**config.mk**
```make
export PLATFORM = sky130hd
export DESIGN_NAME = bbcx_mul
export DESIGN_NICKNAME = d
export VERILOG_FILES = /design/src/bbcx_pkg.sv /design/src/bbcx_mul.sv
export SDC_FILE = /design/constraint.sdc
export NUM_CORES = 2
export LEC_CHECK = 0
export BUFFER_PORTS_ARGS = -buffer_cell sky130_fd_sc_hd__buf_2
export CORE_MARGIN = 2
export CORE_UTILIZATION = 55
export CTS_BUF_LIST = sky130_fd_sc_hd__clkbuf_4 sky130_fd_sc_hd__clkbuf_8
export DETAILED_ROUTE_END_ITERATION = 10
export PLACE_DENSITY = 0.75
export SLEW_MARGIN = 30
export SYNTH_ARGS = -nofsm -noshare
export SYNTH_HDL_FRONTEND = slang
export SYNTH_SLANG_ARGS = --single-unit
```
**constraint.sdc**
```tcl
create_clock -name clk -period 11.5 [get_ports clk]
set_input_delay 3.45 -clock clk [delete_from_list [all_inputs] [get_ports clk]]
set_output_delay 3.45 -clock clk [all_outputs]
set_load 0.02 [all_outputs]
```
**src/bbcx_pkg.sv**
```systemverilog
// Shared types, constants and fixed-point helpers for the Butterworth biquad cascade.
// Used by bbcx_mul and butterworth_biquad_cascade_xfade; depends on nothing else.
`default_nettype none
package bbcx_pkg;
	localparam int SAMPLE_BITS = 24;
	localparam int COEF_BITS = 48;
	localparam int TAP_BITS = 56;
	localparam int COEF_COUNT = 17;
	localparam int MAX_SECTIONS = 8;

	localparam logic [1:0] OP_FRAME = 2'd0;
	localparam logic [1:0] OP_COEF = 2'd1;
	localparam logic [1:0] OP_APPLY = 2'd2;

	localparam logic [1:0] CFG_MODE = 2'd0;
	localparam logic [1:0] CFG_FRAMES = 2'd1;
	localparam logic [1:0] CFG_STEP = 2'd2;

	localparam logic [1:0] MODE_HIGH = 2'd1;

	localparam logic [16:0] ONE_Q16 = 17'h10000;

	localparam logic signed [57:0] TAP_MAX = 58'sh007FFFFFFFFFFFFF;
	localparam logic signed [57:0] TAP_MIN = -TAP_MAX - 58'sd1;

	typedef enum logic {SH_FRAC, SH_FADE} mshift_t;

	typedef struct packed {
		logic [1:0]         op;
		logic signed [23:0] left_in;
		logic signed [23:0] right_in;
		logic [4:0]         coef_index;
		logic signed [47:0] coef_value;
	} in_word_t;

	typedef struct packed {
		logic signed [23:0] left_out;
		logic signed [23:0] right_out;
	} out_word_t;

	function automatic logic signed [55:0] sat_tap(input logic signed [57:0] v);
		logic signed [55:0] r;
		if (v > TAP_MAX) begin
			r = TAP_MAX[55:0];
		end else if (v < TAP_MIN) begin
			r = TAP_MIN[55:0];
		end else begin
			r = v[55:0];
		end
		return r;
	endfunction

	// Round Q12.44 to Q1.23 half away from zero, then saturate.
	function automatic logic signed [23:0] to_sample(input logic signed [55:0] y);
		logic [55:0] mag;
		logic [56:0] sum;
		logic [35:0] r;
		logic [23:0] o;
		mag = y[55] ? 56'(-y) : 56'(y);
		sum = {1'b0, mag} + 57'h100000;
		r = sum[56:21];
		if (!y[55]) begin
			o = (r > 36'h7FFFFF) ? 24'h7FFFFF : r[23:0];
		end else begin
			o = (r > 36'h800000) ? 24'h800000 : 24'(-r[23:0]);
		end
		return o;
	endfunction
endpackage
`default_nettype wire

```
**src/bbcx_mul.sv**
```systemverilog
// Shared multi-cycle signed multiplier: 56x56 magnitudes in four 28x28 partial products,
// then rounding half away from zero and saturation to 56 bits. Uses bbcx_pkg.
`default_nettype none
module bbcx_mul (
	input  wire logic                     clk,
	input  wire logic                     arst_n,
	input  wire logic                     start,
	input  wire logic signed [55:0]       a,
	input  wire logic signed [55:0]       b,
	input  wire bbcx_pkg::mshift_t        sh,
	output logic signed [55:0]            res,
	output logic                          done
);
	import bbcx_pkg::*;

	logic [55:0]   ma_q, mb_q;
	logic          neg_q;
	mshift_t       sh_q;
	logic [111:0]  acc_q;
	logic [1:0]    step_q;
	logic          active_q, fin_q, done_q;
	logic signed [55:0] res_q;

	logic [27:0]   pa, pb;
	logic [55:0]   prod;
	logic [111:0]  pp, rnd, r;
	logic          big;
	logic [55:0]   mag;

	always_comb begin
		pa = step_q[0] ? ma_q[55:28] : ma_q[27:0];
		pb = step_q[1] ? mb_q[55:28] : mb_q[27:0];
		prod = 56'(pa) * 56'(pb);
		case (step_q)
			2'd0: pp = {56'd0, prod};
			2'd3: pp = {prod, 56'd0};
			default: pp = {28'd0, prod, 28'd0};
		endcase
		if (sh_q == SH_FRAC) begin
			rnd = acc_q + (112'd1 << 43);
			r = rnd >> 44;
		end else begin
			rnd = acc_q + (112'd1 << 15);
			r = rnd >> 16;
		end
		big = neg_q ? (r > {56'd0, 56'h80000000000000}) : (r > {56'd0, 56'h7FFFFFFFFFFFFF});
		if (big) begin
			mag = neg_q ? 56'h80000000000000 : 56'h7FFFFFFFFFFFFF;
		end else begin
			mag = r[55:0];
		end
	end

	always_ff @(posedge clk or negedge arst_n) begin
		if (!arst_n) begin
			active_q <= 1'b0;
			fin_q <= 1'b0;
			done_q <= 1'b0;
			step_q <= 2'd0;
		end else begin
			done_q <= 1'b0;
			if (start) begin
				ma_q <= a[55] ? 56'(-a) : 56'(a);
				mb_q <= b[55] ? 56'(-b) : 56'(b);
				neg_q <= a[55] ^ b[55];
				sh_q <= sh;
				acc_q <= '0;
				step_q <= 2'd0;
				active_q <= 1'b1;
			end else if (active_q) begin
				acc_q <= acc_q + pp;
				step_q <= step_q + 2'd1;
				if (step_q == 2'd3) begin
					active_q <= 1'b0;
					fin_q <= 1'b1;
				end
			end
			if (fin_q) begin
				res_q <= neg_q ? -$signed(mag) : $signed(mag);
				fin_q <= 1'b0;
				done_q <= 1'b1;
			end
		end
	end

	assign res = res_q;
	assign done = done_q;
endmodule
`default_nettype wire
```
* Word-level counts from Yosys, hierarchy flattened
Cells that the tools add are included.
** Cells by class
- Add/sub/neg operators :: 7
- Multiply operators :: 1
- $lt $le $gt $ge :: 2
- Equal/unequal tests :: 1
- Muxes and demuxes :: 21
- Bitwise gates (word level) :: 1
- Reductions and logical operators :: 4
** Operator list (count)
- $pmux W112 S2 :: 1
- $mux W56 :: 3
- $neg A56 Y56 :: 3
- $add A112 B112 Y112 :: 1
- $add A112 B16 Y112 const B :: 1
- $add A112 B44 Y112 const B :: 1
- $gt A112 B55 Y1 const B :: 1
- $gt A112 B56 Y1 const B :: 1
- $mux W112 :: 1
- $mux W55 :: 2
- $mux W96 :: 1
- $mul A28 B28 Y56 :: 1
- $mux W28 :: 2
- $mux W1 :: 9
- $mux W2 :: 2
- $reduce_and A2 Y1 :: 2
- $add A2 B1 Y2 const B :: 1
- $eq A2 B2 Y1 const B :: 1
- $logic_not A2 Y1 :: 1
- $reduce_bool A2 Y1 :: 1
- $xor A1 B1 Y1 :: 1
** Word-level totals
- Flip-flop bits (word level) :: 287
- Output and inout port bits :: 57
- Word-level logic and storage cells :: 49

* Logic depth before layout (Yosys ltp)
- Depth after elaboration :: 7
- Mapped depth :: 46
- Mapped depth without buffers :: 41

* Worst setup path after synthesis
Ideal clock, no wire load.
- Path kind :: flip-flop to flip-flop
- Start point :: register step_q[1]
- End point :: register acc_q[106], data pin
- Arrival time :: 11419 ps
- Slack :: -198 ps
- Cell stages (with the launch flop) :: 44
- Path buffers :: 5
- Cells stage by stage :: dfrtp_1 clkbuf_1 buf_1 mux2i_1 clkbuf_1 nor2_1 fa_1 fa_1 fa_1 inv_1 fa_1 inv_1 fa_1 fa_1 inv_1 fa_1 inv_1 ha_1 (+8 left out) and3_1 mux2i_1 a221oi_1 a22o_1 ha_1 clkbuf_1 and3_1 clkbuf_1 nand2_1 nor3_1 nand4_1 or2_2 a211o_1 a21oi_1 o2111ai_1 a2111oi_0 mux2i_1 o311ai_0
** On the way
- Word-level cells in the longest chain between the ends :: 5
- Elaborated cells between the ends (all ways) :: 7
** Ends and longest elaborated chain
- start: declaration :: line bbcx_mul.sv:20 : logic [1:0] step_q;
- start signal: assignment :: line bbcx_mul.sv:72 : step_q <= step_q + 2'd1;
- $mux W28 :: line bbcx_mul.sv:32 : pb = step_q[1] ? mb_q[55:28] : mb_q[27:0];
- $mul A28 B28 Y56 :: line bbcx_mul.sv:33 : prod = 56'(pa) * 56'(pb);
- $pmux W112 S2 (*) :: line bbcx_mul.sv:34 : case (step_q)
- $add A112 B112 Y112 (*) :: line bbcx_mul.sv:71 : acc_q <= acc_q + pp;
- $mux W112 (*) :: line bbcx_mul.sv:70 : end else if (active_q) begin
- end signal: assignment :: line bbcx_mul.sv:71
- end: declaration :: line bbcx_mul.sv:19 : logic [111:0] acc_q;
Mark *: on every way between the ends. The rest lies on a longest branch, timed or not.
A chain may end at the register's enable or synchronous reset.

* Final worst setup path
- Start point :: register step_q[1]
- End point :: register acc_q[101], data pin
The elaborated chain is that of the path after synthesis.

==> metrics.txt <==
outcome completed; worst hold endpoint done$_DFF_PN0_; Final Cycle Share 97.9%; crit path time final 11.26 ns; share of cells above drive strength 1 14.8%; global-route wire length before repair 293 mm; die area 98700 um^2; crit-path max cell delay 0.56 ns; core box area 95200 um^2; vias in the first global route 48700; PortBufs 172; number of synthesized flops with an enable pin 282; CP arrival 11.73 ns; GP Congestion 1.05; Layout fillers 8189; sequential cell area fraction in the yosys report 16.2%; Num Clock Sinks 287; commonest non-fill, non-tap cell in the layout inv_1; # rows 113; 1st-iter DRT viols 5179; Final Hold Fails 0; multi-input logic area 40200 um^2; endpoint class of the critical path register; Cells after Synth 6193; fin area 60200 um^2; post-place instance area 58600 um^2; Yosys reg bits 287; Yosys cell types 93; Min-Delay Path Class reg -> reg; Die H 314 um; clk buf depth 3; Layout Cells excl Fill 7940; Synth Warn # 0; hold path depth 0; Setup CP Type reg -> reg; CP Data Required Time 11.97 ns; cell count along the critical path 45; r2r setup slk 0.24 ns; Slew Viols, Final 0; P&R area growth vs syn 13.7%; final setup violation count 0; Final ANT Viol Nets 0; hold_buf cts 0; Initial Util 55.6%; r2r startpoint step_q[1]$_DFFE_PN0P_; f_max 88.8 MHz; CTS clk-pin slew, worst paths 0.07 ns; total grt overflow 0; # IOs 173; Root Buffer clkbuf_8; Syn Std Cell Area 52900 um^2; average wire per standard cell 24.3 um; ys async rst share 1.74%; drt total wl 193 mm; detailed-placement wirelength estimate 160 mm; die width 314 um; DRT Pass-1 Iters 6; GRT Util Overall 39.1%; Worst setup SP type register; # DRC 0; worst reg2reg path endpoint acc_q[101]$_SDFFCE_PP0P_; Placed Cells 7838; CTS tree built; ys flop type edfxtp_1; H-tree levels 2; syn nets 7319; Tightest Pin Transition 1.06 ns; Buf+Inv Stages, Crit Path 13; Seq. cell area 8600 um^2; TritonCTS Buffers 51; Hold Startpoint fin_q$_DFF_PN0_; maxcap violations 0; number of antenna violations at the first check in global routing 2; Worst R2R Path Depth 45; Avg Vias per Cell 6.15; skew final 0.0757 ns; Crit path top cell by count buf_4; most frequent cells in the layout inv_1 (861), nor2_1 (707), fa_1 (675); family with the most delay on the worst path adder cells; Max FO, Critical Path 10; Worst path slowest cell fa_1; total number of vias 48800; final net count 7757; clk_lat worst skew 0.74 ns; pin count of the biggest net entering global routing 76; Slew HR 28.6%; Syn Area/Cell 8.55 um^2
## cells by family (layout without fill, tap and decap cells)
group	after synthesis	after routing	share of synthesized area (%)
multiplexers	215	215	4.21
AND/OR/NAND/NOR	2094	2094	18.4
flip-flops	287	287	16.2
buffers and inverters	1191	1671	8.55
AO/OA/AOI/OAI	1024	1024	13.0
adder cells (fa/ha/maj)	1010	1010	33.4
other	0	2	0
XOR/XNOR	372	372	6.16
## final cells by class
type                    count  area share [%]
repair buffers            710            8.85
well taps                1265            2.63
clock buffers              60            1.32
clock inverters            35           0.692
multi-input cells        4715            66.8
flip-flops and latches    287            14.3
inverters                 866            5.40
diodes                      2         0.00831
## stage by stage
| stage | hold slack (ns) | util [%] | setup TNS (ns) | setup slack (ns) |
|---|---|---|---|---|
| finish | 0.523 | 63.3 | 0 | 0.243 |
| global route | 0.527 | 63.3 | -0.148 | -0.0603 |
| CTS | 0.539 | 62.9 | 0 | 0.000499 |
| detailed placement | 0.560 | 61.6 | -0.498 | -0.189 |
| global placement | 0.545 | 61.6 | -0.629 | -0.182 |
| floorplan | 0.368 | - | 0 | 0.00479 |
## cells in the mapped netlist, drive strengths merged (9+ instances only)
| cell | n | area (um^2) |
|---|---|---|
| a31oi | 34 | 213 |
| inv | 864 | 3240 |
| mux2 | 60 | 676 |
| a22o | 48 | 420 |
| or2 | 20 | 125 |
| mux2i | 155 | 1550 |
| ha | 335 | 4190 |
| a21boi | 17 | 128 |
| o41ai | 23 | 201 |
| nand3 | 126 | 648 |
| a311oi | 9 | 78.8 |
| and3 | 55 | 344 |
| nor3 | 101 | 510 |
| nor4 | 60 | 424 |
| and4 | 24 | 210 |
| xor2 | 89 | 780 |
| a21o | 148 | 1110 |
| a21oi | 213 | 1070 |
| clkbuf | 274 | 1030 |
| o21a | 27 | 203 |
| o31ai | 43 | 323 |
| nand2b | 30 | 188 |
| o211ai | 15 | 113 |
| nand4 | 93 | 594 |
| a2111oi | 10 | 87.6 |
| or4 | 47 | 364 |
| nor2b | 23 | 144 |
| nand2 | 641 | 2410 |
| or3 | 55 | 344 |
| edfxtp | 282 | 8470 |
| buf | 51 | 249 |
| o21bai | 37 | 278 |
| o22ai | 29 | 181 |
| xnor2 | 283 | 2480 |
| a22oi | 14 | 110 |
| and2 | 83 | 519 |
| a211oi | 37 | 278 |
| nor2 | 709 | 2660 |
| a221oi | 14 | 123 |
| o31a | 19 | 166 |
| o21ai | 203 | 1020 |
| fa | 675 | 13500 |
## worst max path at each step
stage | slack [ns] | startpoint | endpoint
after floorplan | 0.005 | step_q[1]$_DFFE_PN0P_ | acc_q[106]$_SDFFCE_PP0P_
after global placement | -0.18 | step_q[0]$_DFFE_PN0P_ | acc_q[89]$_SDFFCE_PP0P_
after detailed placement | -0.19 | step_q[1]$_DFFE_PN0P_ | acc_q[106]$_SDFFCE_PP0P_
after CTS | 0.0005 | step_q[1]$_DFFE_PN0P_ | acc_q[111]$_SDFFCE_PP0P_
after global routing | -0.06 | step_q[1]$_DFFE_PN0P_ | acc_q[89]$_SDFFCE_PP0P_
final | 0.24 | step_q[1]$_DFFE_PN0P_ | acc_q[101]$_SDFFCE_PP0P_
## worst reg2reg max path, delay by kind of cell, from the launching register on
kind | cells | cell delay (ns)
flops | 1 | 0.39
compound gates | 13 | 2.73
simple gates | 8 | 1.47
xor+xnor | 1 | 0.15
fa+ha+maj | 9 | 4.24
mux | 1 | 0.28
buf+inv | 13 | 1.75
## layer usage
layer,global-route usage (%),vias up,routed length [um]
li1,-,21600,-
met1,47.7,23600,71300
met2,63.8,2833,88800
met3,6.96,767,17300
met4,26.0,2,16000
met5,0,-,13
## state kept, by name, indices dropped and copies added (netlist names)
signal    count
acc_q       112
ma_q         56
mb_q         56
res          56
step_q        2
active_q      1
done          1
fin_q         1
neg_q         1
sh_q          1
## what timing repair did
| item | 4_1_cts | 5_1_grt |
|---|---|---|
| buffers inserted | 0 | 5 |
| setup endpoints to repair | 4 | 40 |
| resized for setup | 4 | 56 |
| pin swaps | 0 | 12 |
Power is left out: the tool's default activity adds up to more than one toggle a clock period on the data nets, which glitch-free logic cannot reach.
